## src/sv/dmsd_pkg.sv

```systemverilog
`default_nettype none
// ----------------------------------------------------------------------------
// dmsd_pkg: shared definitions for the dual-mode sync deframer
// Widths, the configuration bundle and the CRC-16/X.25 byte update.
// ----------------------------------------------------------------------------
package dmsd_pkg;

   // Width of the sync history and of the compared part of each sync word.
   localparam int SYNC_BITS = 64;
   // Width of the byte position counter inside a frame.
   localparam int INDEX_BITS = 16;
   // A total is a 16-bit length plus two, so it needs 17 bits.
   localparam int TOTAL_BITS = 17;

   localparam int CSR_ADDR_BITS = 6;
   localparam int CSR_DATA_BITS = 64;

   localparam logic [15:0] CRC_POLY = 16'h8408;
   localparam logic [15:0] CRC_INIT = 16'hFFFF;

   typedef struct packed {
      logic [63:0] sync_word_mode1;
      logic [63:0] sync_word_mode2;
      logic [7:0]  key_mode1;
      logic [7:0]  key_mode2;
      logic [15:0] max_frame;
   } cfg_type;

   // Reflected CRC-16 update with one byte, least significant bit first.
   function automatic logic [15:0] crc16_x25_byte(input logic [15:0] crc_in,
                                                  input logic [7:0]  data);
      logic [15:0] crc;
      logic        fb;
      crc = crc_in;
      for (int j = 0; j < 8; j++) begin
         fb  = crc[0] ^ data[j];
         crc = {1'b0, crc[15:1]};
         if (fb) begin
            crc = crc ^ CRC_POLY;
         end
      end
      return crc;
   endfunction

endpackage
`default_nettype wire

```

## src/sv/dual_mode_sync_deframer.sv

```systemverilog
`default_nettype none
// ----------------------------------------------------------------------------
// dual_mode_sync_deframer: sync word search, descrambling and CRC check
// Finds one of two sync words in a bit stream, then assembles bytes in
// Manchester (mode 1) or NRZ (mode 2) form and checks a CRC-16/X.25 trailer.
// ----------------------------------------------------------------------------
//
// Channel   Direction  Word contents
// req_*     in         tdata[0] bit_value, tuser kind (1 = abort frame)
// rsp_*     out        tdata[7:0] data_byte, tdata[23:8] byte_index,
//                      tuser[0] frame_mode, tuser[1] crc_ok,
//                      tuser[2] frame_error, tlast last
// csr_*     in/out     APB-style register port, 64-bit data, 8-byte stride
//
// One word is taken every cycle unless a stall on rsp_tready backs up into
// the input register. A word first lands in the input register; when that
// register drains, a single pass of logic updates the frame state and loads
// the result register.
// The input register drains whenever the result register is empty or being
// taken, so a stall on rsp_tready holds at most two words inside, one result
// and one waiting input word, before req_tready drops.
// Reset is synchronous and returns the block to sync search with the
// registers at their documented defaults.
//
module dual_mode_sync_deframer
   import dmsd_pkg::*;
(
   input  wire logic                     clock,
   input  wire logic                     reset,
   // bit stream in
   input  wire logic                     req_tvalid,
   output logic                          req_tready,
   input  wire logic [7:0]               req_tdata,   // [0] bit_value, rest zero
   input  wire logic                     req_tuser,   // [0] kind
   // frame bytes out
   output logic                          rsp_tvalid,
   input  wire logic                     rsp_tready,
   output logic      [23:0]              rsp_tdata,   // [7:0] data_byte, [23:8] byte_index
   output logic      [2:0]               rsp_tuser,   // [0] frame_mode, [1] crc_ok,
                                                      // [2] frame_error
   output logic                          rsp_tlast,
   // configuration
   input  wire logic                     csr_psel,
   input  wire logic                     csr_penable,
   input  wire logic                     csr_pwrite,
   input  wire logic [CSR_ADDR_BITS-1:0] csr_paddr,
   input  wire logic [CSR_DATA_BITS-1:0] csr_pwdata,
   output logic      [CSR_DATA_BITS-1:0] csr_prdata,
   output logic                          csr_pready
);

   // Frame phase codes.
   localparam logic [1:0] PH_SEARCH = 2'd0;
   localparam logic [1:0] PH_LENGTH = 2'd1;
   localparam logic [1:0] PH_BODY   = 2'd2;

   localparam logic [TOTAL_BITS-1:0] INDEX_LIMIT = TOTAL_BITS'(1) << INDEX_BITS;
   localparam logic [TOTAL_BITS-1:0] MIN_TOTAL_MODE2 = TOTAL_BITS'(3);

   cfg_type cfg;

   dmsd_csr u_csr (
      .clock   (clock),
      .reset   (reset),
      .psel    (csr_psel),
      .penable (csr_penable),
      .pwrite  (csr_pwrite),
      .paddr   (csr_paddr),
      .pwdata  (csr_pwdata),
      .prdata  (csr_prdata),
      .pready  (csr_pready),
      .cfg     (cfg)
   );

   // Input register.
   logic in_valid_ff, in_valid_in;
   logic in_kind_ff, in_kind_in;
   logic in_bit_ff, in_bit_in;
   logic advance;

   // Frame state.
   logic [SYNC_BITS-1:0]  history_ff, history_in;
   logic [1:0]            phase_ff, phase_in;
   logic                  mode_ff, mode_in;
   logic [2:0]            bit_count_ff, bit_count_in;
   logic [7:0]            shift_ff, shift_in;
   logic [INDEX_BITS-1:0] index_ff, index_in;
   logic [TOTAL_BITS-1:0] total_ff, total_in;
   logic [7:0]            length_high_ff, length_high_in;
   logic                  take_ff, take_in;
   logic [15:0]           crc_ff, crc_in;
   logic [7:0]            trailer_ff, trailer_in;

   // Result register.
   logic                  out_valid_ff, out_valid_in;
   logic [7:0]            out_data_ff, out_data_in;
   logic [INDEX_BITS-1:0] out_index_ff, out_index_in;
   logic                  out_mode_ff, out_mode_in;
   logic                  out_last_ff, out_last_in;
   logic                  out_ok_ff, out_ok_in;
   logic                  out_err_ff, out_err_in;

   // Step results.
   logic                  emit;
   logic [7:0]            e_data;
   logic                  e_last, e_ok, e_err;
   logic [INDEX_BITS-1:0] e_index;
   logic [SYNC_BITS-1:0]  hist_next;
   logic                  match1, match2;
   logic [7:0]            assembled;
   logic [7:0]            desc_byte;
   logic [TOTAL_BITS-1:0] length_total;
   logic [TOTAL_BITS-1:0] tot;
   logic [TOTAL_BITS-1:0] idx_ext;
   logic                  bad_length;

   // The input register empties when the result register has room.
   assign advance     = in_valid_ff & (~out_valid_ff | rsp_tready);
   assign req_tready  = ~in_valid_ff | advance;

   always_comb begin
      in_valid_in = in_valid_ff;
      in_kind_in  = in_kind_ff;
      in_bit_in   = in_bit_ff;
      if (advance) begin
         in_valid_in = 1'b0;
      end
      if (req_tvalid & req_tready) begin
         in_valid_in = 1'b1;
         in_kind_in  = req_tuser;
         in_bit_in   = req_tdata[0];
      end
   end

   // Shared datapath terms.
   assign hist_next = {history_ff[SYNC_BITS-2:0], in_bit_ff};
   assign match1    = hist_next == cfg.sync_word_mode1[SYNC_BITS-1:0];
   assign match2    = hist_next == cfg.sync_word_mode2[SYNC_BITS-1:0];
   assign assembled = {shift_ff[6:0], in_bit_ff};
   assign desc_byte = assembled ^ (mode_ff ? cfg.key_mode2 : cfg.key_mode1);
   assign idx_ext   = TOTAL_BITS'(index_ff);

   // Mode 2 carries a big-endian 16-bit length, mode 1 a single byte.
   assign length_total = mode_ff ? (TOTAL_BITS'({length_high_ff, desc_byte}) + TOTAL_BITS'(2))
                                 : (TOTAL_BITS'(desc_byte) + TOTAL_BITS'(2));
   assign bad_length   = (length_total > TOTAL_BITS'(cfg.max_frame)) ||
                         (length_total > INDEX_LIMIT) ||
                         (mode_ff && (length_total < MIN_TOTAL_MODE2));
   assign tot          = (phase_ff == PH_LENGTH) ? length_total : total_ff;

   // One bit, or one abort, per pass.
   always_comb begin
      history_in     = history_ff;
      phase_in       = phase_ff;
      mode_in        = mode_ff;
      bit_count_in   = bit_count_ff;
      shift_in       = shift_ff;
      index_in       = index_ff;
      total_in       = total_ff;
      length_high_in = length_high_ff;
      take_in        = take_ff;
      crc_in         = crc_ff;
      trailer_in     = trailer_ff;
      emit           = 1'b0;
      e_data         = 8'd0;
      e_index        = index_ff;
      e_last         = 1'b0;
      e_ok           = 1'b0;
      e_err          = 1'b0;

      if (in_kind_ff) begin
         // An abort only matters inside a frame.
         if (phase_ff != PH_SEARCH) begin
            emit     = 1'b1;
            e_last   = 1'b1;
            e_err    = 1'b1;
            phase_in = PH_SEARCH;
         end
      end else if (phase_ff == PH_SEARCH) begin
         history_in = hist_next;
         if (match1 || match2) begin
            // Mode 1 wins when both words match.
            mode_in        = ~match1;
            phase_in       = PH_LENGTH;
            bit_count_in   = 3'd0;
            shift_in       = 8'd0;
            index_in       = '0;
            total_in       = '0;
            length_high_in = 8'd0;
            take_in        = 1'b1;
            crc_in         = CRC_INIT;
            trailer_in     = 8'd0;
         end
      end else begin
         take_in = ~take_ff;
         // Manchester uses only the first bit of each pair.
         if (take_ff || mode_ff) begin
            if (bit_count_ff != 3'd7) begin
               bit_count_in = bit_count_ff + 3'd1;
               shift_in     = assembled;
            end else begin
               bit_count_in = 3'd0;
               shift_in     = 8'd0;
               emit         = 1'b1;
               e_data       = desc_byte;
               if (phase_ff == PH_LENGTH && mode_ff && index_ff == '0) begin
                  length_high_in = desc_byte;
                  crc_in         = crc16_x25_byte(crc_ff, desc_byte);
                  index_in       = index_ff + INDEX_BITS'(1);
               end else if (phase_ff == PH_LENGTH && bad_length) begin
                  total_in = length_total;
                  e_last   = 1'b1;
                  e_err    = 1'b1;
                  phase_in = PH_SEARCH;
               end else begin
                  total_in = tot;
                  phase_in = PH_BODY;
                  if (idx_ext + TOTAL_BITS'(2) < tot) begin
                     crc_in = crc16_x25_byte(crc_ff, desc_byte);
                  end else if (idx_ext + TOTAL_BITS'(2) == tot) begin
                     trailer_in = desc_byte;
                  end
                  if (idx_ext + TOTAL_BITS'(1) >= tot) begin
                     // Final byte: the trailer is little-endian.
                     e_last   = 1'b1;
                     e_ok     = (crc_ff ^ 16'hFFFF) == {desc_byte, trailer_ff};
                     phase_in = PH_SEARCH;
                  end else begin
                     index_in = index_ff + INDEX_BITS'(1);
                  end
               end
            end
         end
      end
   end

   always_comb begin
      out_valid_in = out_valid_ff;
      out_data_in  = out_data_ff;
      out_index_in = out_index_ff;
      out_mode_in  = out_mode_ff;
      out_last_in  = out_last_ff;
      out_ok_in    = out_ok_ff;
      out_err_in   = out_err_ff;
      if (advance) begin
         out_valid_in = emit;
         out_data_in  = e_data;
         out_index_in = e_index;
         out_mode_in  = mode_ff;
         out_last_in  = e_last;
         out_ok_in    = e_ok;
         out_err_in   = e_err;
      end else if (rsp_tready) begin
         out_valid_in = 1'b0;
      end
   end

   always_ff @(posedge clock) begin
      if (reset) begin
         in_valid_ff    <= 1'b0;
         out_valid_ff   <= 1'b0;
         history_ff     <= '0;
         phase_ff       <= PH_SEARCH;
         mode_ff        <= 1'b0;
         bit_count_ff   <= 3'd0;
         shift_ff       <= 8'd0;
         index_ff       <= '0;
         total_ff       <= '0;
         length_high_ff <= 8'd0;
         take_ff        <= 1'b1;
         crc_ff         <= CRC_INIT;
         trailer_ff     <= 8'd0;
      end else begin
         in_valid_ff  <= in_valid_in;
         out_valid_ff <= out_valid_in;
         if (advance) begin
            history_ff     <= history_in;
            phase_ff       <= phase_in;
            mode_ff        <= mode_in;
            bit_count_ff   <= bit_count_in;
            shift_ff       <= shift_in;
            index_ff       <= index_in;
            total_ff       <= total_in;
            length_high_ff <= length_high_in;
            take_ff        <= take_in;
            crc_ff         <= crc_in;
            trailer_ff     <= trailer_in;
         end
      end
   end

   // Payload registers carry no reset.
   always_ff @(posedge clock) begin
      in_kind_ff   <= in_kind_in;
      in_bit_ff    <= in_bit_in;
      out_data_ff  <= out_data_in;
      out_index_ff <= out_index_in;
      out_mode_ff  <= out_mode_in;
      out_last_ff  <= out_last_in;
      out_ok_ff    <= out_ok_in;
      out_err_ff   <= out_err_in;
   end

   assign rsp_tvalid = out_valid_ff;
   assign rsp_tdata  = {16'(out_index_ff), out_data_ff};
   assign rsp_tuser  = {out_err_ff, out_ok_ff, out_mode_ff};
   assign rsp_tlast  = out_last_ff;

endmodule
`default_nettype wire

```

## src/sv/dmsd_csr.sv

```systemverilog
`default_nettype none
// ----------------------------------------------------------------------------
// dmsd_csr: configuration registers behind an APB-style port
// Five registers at 0, 8, 16, 24, 32 (paddr[5:3]); writes at 40 and up drop.
// ----------------------------------------------------------------------------
module dmsd_csr
   import dmsd_pkg::*;
(
   input  wire logic                     clock,
   input  wire logic                     reset,
   input  wire logic                     psel,
   input  wire logic                     penable,
   input  wire logic                     pwrite,
   input  wire logic [CSR_ADDR_BITS-1:0] paddr,
   input  wire logic [CSR_DATA_BITS-1:0] pwdata,
   output logic      [CSR_DATA_BITS-1:0] prdata,
   output logic                          pready,
   output cfg_type                       cfg
);

   localparam logic [2:0] REG_SYNC_MODE1 = 3'd0;
   localparam logic [2:0] REG_SYNC_MODE2 = 3'd1;
   localparam logic [2:0] REG_KEY_MODE1  = 3'd2;
   localparam logic [2:0] REG_KEY_MODE2  = 3'd3;
   localparam logic [2:0] REG_MAX_FRAME  = 3'd4;

   cfg_type    cfg_ff;
   cfg_type    cfg_in;
   logic [2:0] reg_index;
   logic       write_en;

   assign pready    = 1'b1;
   assign reg_index = paddr[5:3];
   assign write_en  = psel & penable & pwrite & pready;
   assign cfg       = cfg_ff;

   always_comb begin
      cfg_in = cfg_ff;
      if (write_en) begin
         case (reg_index)
            REG_SYNC_MODE1: cfg_in.sync_word_mode1 = pwdata;
            REG_SYNC_MODE2: cfg_in.sync_word_mode2 = pwdata;
            REG_KEY_MODE1:  cfg_in.key_mode1 = pwdata[7:0];
            REG_KEY_MODE2:  cfg_in.key_mode2 = pwdata[7:0];
            REG_MAX_FRAME:  cfg_in.max_frame = pwdata[15:0];
            default:        cfg_in = cfg_ff;
         endcase
      end
   end

   always_comb begin
      case (reg_index)
         REG_SYNC_MODE1: prdata = cfg_ff.sync_word_mode1;
         REG_SYNC_MODE2: prdata = cfg_ff.sync_word_mode2;
         REG_KEY_MODE1:  prdata = {56'd0, cfg_ff.key_mode1};
         REG_KEY_MODE2:  prdata = {56'd0, cfg_ff.key_mode2};
         REG_MAX_FRAME:  prdata = {48'd0, cfg_ff.max_frame};
         default:        prdata = '0;
      endcase
   end

   always_ff @(posedge clock) begin
      if (reset) begin
         cfg_ff.sync_word_mode1 <= 64'hAAAAAAAA55A59AA6;
         cfg_ff.sync_word_mode2 <= 64'hAAAAAAAA9A99A656;
         cfg_ff.key_mode1       <= 8'h55;
         cfg_ff.key_mode2       <= 8'hAA;
         cfg_ff.max_frame       <= 16'hFFFF;
      end else begin
         cfg_ff <= cfg_in;
      end
   end

endmodule
`default_nettype wire

```

## config.mk

```make
export PLATFORM = sky130hd
export DESIGN_NAME = dual_mode_sync_deframer
export DESIGN_NICKNAME = d
export VERILOG_FILES = /design/src/sv/dmsd_pkg.sv /design/src/sv/dual_mode_sync_deframer.sv /design/src/sv/dmsd_csr.sv
export SDC_FILE = /design/constraint.sdc
export NUM_CORES = 1
export LEC_CHECK = 0
export BUFFER_PORTS_ARGS = -buffer_cell sky130_fd_sc_hd__buf_2
export CORE_MARGIN = 8
export CORE_UTILIZATION = 50
export CTS_CLUSTER_DIAMETER = 150
export CTS_CLUSTER_SIZE = 24
export DETAILED_ROUTE_END_ITERATION = 7
export MAX_ROUTING_LAYER = met4
export PLACE_DENSITY = 0.69
export RECOVER_POWER = 50
export SETUP_SLACK_MARGIN = 0.5
export SLEW_MARGIN = 20
export SYNTH_ARGS = -nofsm -noshare
export SYNTH_HDL_FRONTEND = slang
export SYNTH_HIERARCHICAL = 1
export SYNTH_SLANG_ARGS = --single-unit
export TNS_END_PERCENT = 10
```

## constraint.sdc

```tcl
create_clock -name clock -period 10.1 [get_ports clock]
set_input_delay 1.515 -clock clock [delete_from_list [all_inputs] [get_ports clock]]
set_output_delay 1.515 -clock clock [all_outputs]
set_load 0.05 [all_outputs]
```

==> After elaboration in Yosys (flattened, before gate mapping) <==
Cells that the tools add are included.
{ "classes": {"add_sub_neg": 6, "n_lt_le_gt_ge": 5, "eq_ne": 21, "muxes": 175, "bitwise": 45, "reduce_logical": 36} }
{ "op_table": {"columns": ["op", "n"], "rows": [
  ["$mux W16", 113],
  ["$pmux W64 S5", 1],
  ["$mux W17", 8],
  ["$eq A64 B64 Y1", 2],
  ["$mux W8", 13],
  ["$not A2 Y3", 15],
  ["$add A16 B2 Y17 const B", 2],
  ["$mux W1", 24],
  ["$mux W7", 3],
  ["$mux W2", 9],
  ["$reduce_and A6 Y1", 3],
  ["$add A16 B1 Y17 const B", 1],
  ["$eq A17 B17 Y1", 1],
  ["$ge A17 B17 Y1", 1],
  ["$gt A17 B16 Y1", 1],
  ["$gt A17 B17 Y1 const B", 1],
  ["$lt A17 B17 Y1", 1],
  ["$lt A17 B2 Y1 const B", 1],
  ["$add A16 B1 Y16 const B", 1],
  ["$eq A16 B16 Y1", 1],
  ["$logic_not A16 Y1", 1],
  ["$not A16 Y16", 1],
  ["$ne A3 B3 Y1 const B", 5],
  ["$xor A1 B1 Y1", 15],
  ["other kinds (27)", 64]
]} }
{ "word_totals": {"ff_bits": 334, "input_bits": 86} }

==> Depth between registers and ports, before layout <==
{ "depth": {"word_depth": 76, "mapped_depth": 24, "mapped_depth_nobuf": 22} }

==> By module <==
Netlist, hierarchy kept.
{ "by_module_without_submodules": {"columns": ["module", "instances", "cells_each", "area_each_um2", "seq_area_each_um2"], "rows": [
  ["dual_mode_sync_deframer", 1, 1280, 10772.8, 3783.6],
  ["dmsd_csr", 1, 763, 7404.6, 3203.1]
]} }

==> Least setup slack after synthesis <==
No wires, ideal clock.
{ "synth_timing": {"path_kind": "input-to-output", "startpoint": "input port csr_paddr[4]", "endpoint": "output port csr_prdata[2]", "arrival_ns": 3.350, "slack_ns": 5.235, "path_stages": 5, "n_path_buf": 3, "path_cell_list": "buf_2 -> buf_4 -> buf_2 -> mux2i_1 -> o31ai_1"} }
{ "synth_via": {"elab_chain_len": 2} }
{ "synth_rtl": {"columns": ["item", "line", "text"], "rows": [
  ["start: declaration", "dual_mode_sync_deframer.sv:46", "input wire logic [CSR_ADDR_BITS-1:0] csr_paddr,"],
  ["$eq A3 B3 Y1 (tied with other cells)", "dmsd_csr.sv:52", "case (reg_index)"],
  ["$pmux W64 S5 (*)", "dmsd_csr.sv:52", null],
  ["end: declaration", "dual_mode_sync_deframer.sv:48", "output logic [CSR_DATA_BITS-1:0] csr_prdata,"]
]} }
Every way passes the cells marked *; elsewhere a longest branch is shown, timed or not.

==> reports/results.env <==
SIMPLE_GATE_SHARE_OF_THE_SYNTHESIZED_AREA_PCT=19.72
HTREE_NUM_LEVELS=1
DRT_WL_TOTAL_MICRONS=53460
RSZ0062_AT_GRT='false'
CTS_NUM_SINKS=334
POST_DRT_WL_PER_CELL_MICRONS=20.68
DPL-INSTANCE-AREA_SQ_MM=0.01913
FINALCRITICALPERIOD_NS=7.408
DRT_PRE_ANTENNA_ITERS=6
SYNTH_ENABLE_FLOP_CELLS=30
DRC=0
FINAL_SETUP_VIOLATING_ENDPOINTS=0
LAYOUT-DRIVE-GT1-SHARE_PCT=9.924
GRT_UTIL_ALL_LAYERS_PCT=25.01
PORT_BUFFERS=169
DIE_HEIGHT_MICRONS=206.7
CRIT_ARRIVAL_NS=7.85
DP_SLACK_NS=4.163
WORST_HOLD_PATH_TYPE='register to register'
CELLLEAKAGEPOWER_nW=7.982
SYNTH_TOP_FAMILY_BY_AREA='simple AND/OR/NAND/NOR gates'
CPLARGESTDELAYFAMILY='buffers and inverters'
SYNTH_FA_HA_AREA_SHARE_PCT=3.579
DRT.ANTENNA.VIOLATING_NETS=0
PLACE_HPWL_MICRONS=38550
YOSYS_WARNINGS=6
MAX_SLEW.WORST_PIN.SLEW_NS=7.004
MAX_SLEW_MARGIN_PCT=-366.9
FLOORPLAN.DIE_AREA_SQ_MM=0.04271
CRITICAL_PATH_CELL_SEQUENCE='clkbuf_1, nor2_1, mux2i_1'
WORST_SETUP_PATH_END_KIND='register'
SYN-INSTANCE-COUNT=2043
SYN-MEAN-INSTANCE-AREA_SQ_UM=8.897
FIRST_GLOBAL_VIAS=14560
CORE_AREA_SQ_MM=0.03617
DRT_FIRST_ITER_VIOLATIONS=1175
TIMING.CRITICAL_PATH.REQUIRED_NS=10.54
GRT_START_MAX_NET_PINS=190
START_KIND='input port'
CRIT_PATH_TOP_DELAY_CELL='clkbuf_1'
SYNTHARSTFLOPSHARE_PCT=0
GP_CONGESTION=0.9333
SYNTH-XOR-AREA-SHARE_PCT=11.07
ANTENNA_VIOLATIONS_BEFORE_REPAIR=1
CRITICAL_PATH.MAX_FANOUT=185
HOLD-WORST-SLACK_NS=0.4664
NETS=2250
FINALINSTANCEAREA_SQ_MM=0.01955
DR_TOTAL_VIAS=15060
GLOBALROUTE.TOTALOVERFLOW=0
FIN_TNS_SETUP_NS=0
SEQ_AREA_FRAC_SYNTH_PCT=38.44
CLOCK_PATH_BUFFERS=3
CTS_BUFS_INSERTED=17
SYNTHESIS.NETS=2181
TRITONCTS='yes'
SYNTH_FLOP_CELL='dfxtp_1'
TIMING.FINAL.MAX_SLEW_VIOLATIONS=250
CTSRESIZECOUNT=0
CAP_VIOL_MAX_COUNT=2
VIOLATED_CHECKS='capacitance limit, slew limit'
DIE_X_MICRONS=206.7
SLOWEST_DELAY_NS=4.79
POST_SYNTH_MUX_AREA_SHARE_PCT=11.18
FINCLKSKEW_NS=0.02399
WORST_IR_DROP_VDD_mV=0.1051
CP.BUFFERS_INVERTERS=1
CTS_POST_SETUP_BUFFERS_INSERTED=0
FINAL_PERIOD_UTILIZATION_PCT=73.35
INITIAL_UTILIZATION_PCT=50.25
NETLIST-CELL-TYPE-COUNT=82
VIASPERCELL=5.824
CLOCK_INSERTION_DELAY_WORST_SKEW_NS=0.54
ACHIEVABLE-FREQUENCY_MHz=135.0
LAYOUT-AREA-OVERHEAD-VS-SYNTH_PCT=7.565
POST_SYNTHESIS_REGISTER_BIT_COUNT=334
FINALHOLDVIOLCOUNT=0
FINAL_CORE_UTILIZATION_PCT=54.05
GRT_FIRST_PASS_WIRELENGTH_MICRONS=82410
CLK_ROOT_BUFFER_CELL='clkbuf_16'
ROWS=70
SYNTH.CELL_AREA_SQ_MM=0.01818
TIMING_WORST_SETUP_PATH_TYPE='input port to register'
FINAL.FILL_COUNT=3385
NUM_IO_PINS=181
COMPOUND_GATE_PORTION_OF_THE_SYNTHESIZED_AREA_PCT=11.65
CLK_TRANSITION_REPORTED_PATHS_NS=0.10
POST_CTS_HOLD_BUFFER_COUNT=0
POWER_DENSITY_RELATIVE_TO_CELL_AREA_mW_PER_MM2=118.8
FINALWORSTSETUPSLACK_NS=2.692
STATUS='complete, but fails checks'
==> sequential cells by signal, indices dropped and copies added, names as in the netlist, 8 cells and up <==
| signal | flops |
|---|---|
| out_data_ff | 8 |
| out_index_ff | 16 |
| length_high_ff | 8 |
| total_ff | 17 |
| crc_ff | 16 |
| trailer_ff | 8 |
| history_ff | 63 |
| u_csr/cfg | 160 |
| e_index | 16 |
==> synth_stat cells, types with 4 or more instances <==
cell type	n	area, sq um
xnor2_1	54	473.0
a2bb2oi_1	8	70.07
a22o_1	48	420.4
a31oi_1	16	100.1
nand3_1	46	230.2
and4_1	5	43.79
mux2i_1	191	1912
a21oi_1	141	705.7
nor2b_1	9	56.30
nand2b_1	112	700.7
buf_1	5	18.77
buf_4	13	97.59
a221o_1	4	40.04
nor3_1	43	215.2
buf_2	25	125.1
o31ai_1	13	97.59
o211ai_1	6	45.04
buf_6	9	101.4
nor4_1	45	281.5
nand2_1	178	668.1
and3_1	5	31.28
o21ai_1	6	30.03
inv_1	27	101.4
mux2_1	5	56.30
o21ai_0	24	120.1
nor2_1	238	893.4
a22oi_1	10	75.07
clkbuf_1	85	319.1
and2_1	5	31.28
edfxtp_1	30	900.9
dfxtp_1	304	6086
nand4_1	28	175.2
ha_1	52	650.6
a21o_1	9	67.56
xor2_1	162	1419
o21a_1	11	82.58
==> metal layers <==
layer	GRT usage [%]	wire, microns	vias to the layer above
met5	-	0	-
met1	31.45	23120	7277
met4	9.458	2254	0
met3	2.122	2271	97
met2	41.62	25820	483
li1	-	-	7198
==> kinds of logic after synthesis <==
kind of cell	Yosys count
buffers and inverters	168
AO/OA/AOI/OAI	322
adder cells (fa/ha/maj)	52
multiplexers	201
flip-flops	334
AND/OR/NAND/NOR	742
other	1
XOR/XNOR	223
==> path summary, 6_finish.rpt <==
check                           cells after the start              end  slack (ns)             from
worst max-delay path                                3     u_csr/cfg[9]        2.69            reset
worst min-delay path                                2  bit_count_ff[1]        0.47  bit_count_ff[1]
worst max register to register                     18       e_index[2]        3.36          mode_ff
worst min register to register                      2  bit_count_ff[1]        0.47  bit_count_ff[1]
==> report_power, final <==
| part | switching, mW | internal (mW) | total, mW |
|---|---|---|---|
| registers | 0.00686 | 1.34 | 1.35 |
| clock network | 0.441 | 0.320 | 0.761 |
| logic | 0.151 | 0.0614 | 0.212 |
==> area by class of cell <==
class                      count  area, sq um  area share [%]
timing repair buffer         188        965.9           4.940
antenna                        1        2.502         0.01280
inverter                      30        112.6          0.5759
tap                          468        585.6           2.995
clock inverter                 1        8.758         0.04479
clock buffer                  22        454.2           2.323
sequential                   334         6987           35.73
multi-input combinational   1541        10440           53.38
==> metrics by stage <==
stage,total power [mW],instances
CTS,2.330,2582
global placement,1.586,2559
floorplan,1.524,2043
global route,2.392,2585
detailed placement,1.588,2559
finish,2.323,2585
==> worst min-delay path: cells and delay by family (launching register included) <==
kind / cells / cell delay, ns
simple gates: 1 / 0.05
flops: 1 / 0.32
compound gates: 1 / 0.05
==> placed cells by master (no fill, tap or decap), types with 4 or more instances in the layout <==
cell and n:
o211ai_1 6, and3_1 5, dfxtp_1 304, o21a_1 11, mux2i_1 192, and2_1 4, nor3_1 40, a2bb2oi_1 8
nand2_1 178, a221o_1 4, a22o_1 48, a22oi_1 10, nor2b_1 9, nand4_1 28, edfxtp_1 30, nor4_1 45
a31oi_1 16, clkbuf_1 37, clkbuf_16 17, nand2b_1 112, xnor2_1 54, o21ai_0 27, o31ai_1 12, a21oi_1 141
ha_1 52, a21o_1 9, and4_1 4, buf_2 138, nand3_1 46, mux2_1 5, nor3_2 4, buf_4 14
xor2_1 163, inv_1 27, nor2_1 235
(Power assumes the default switching activity.)
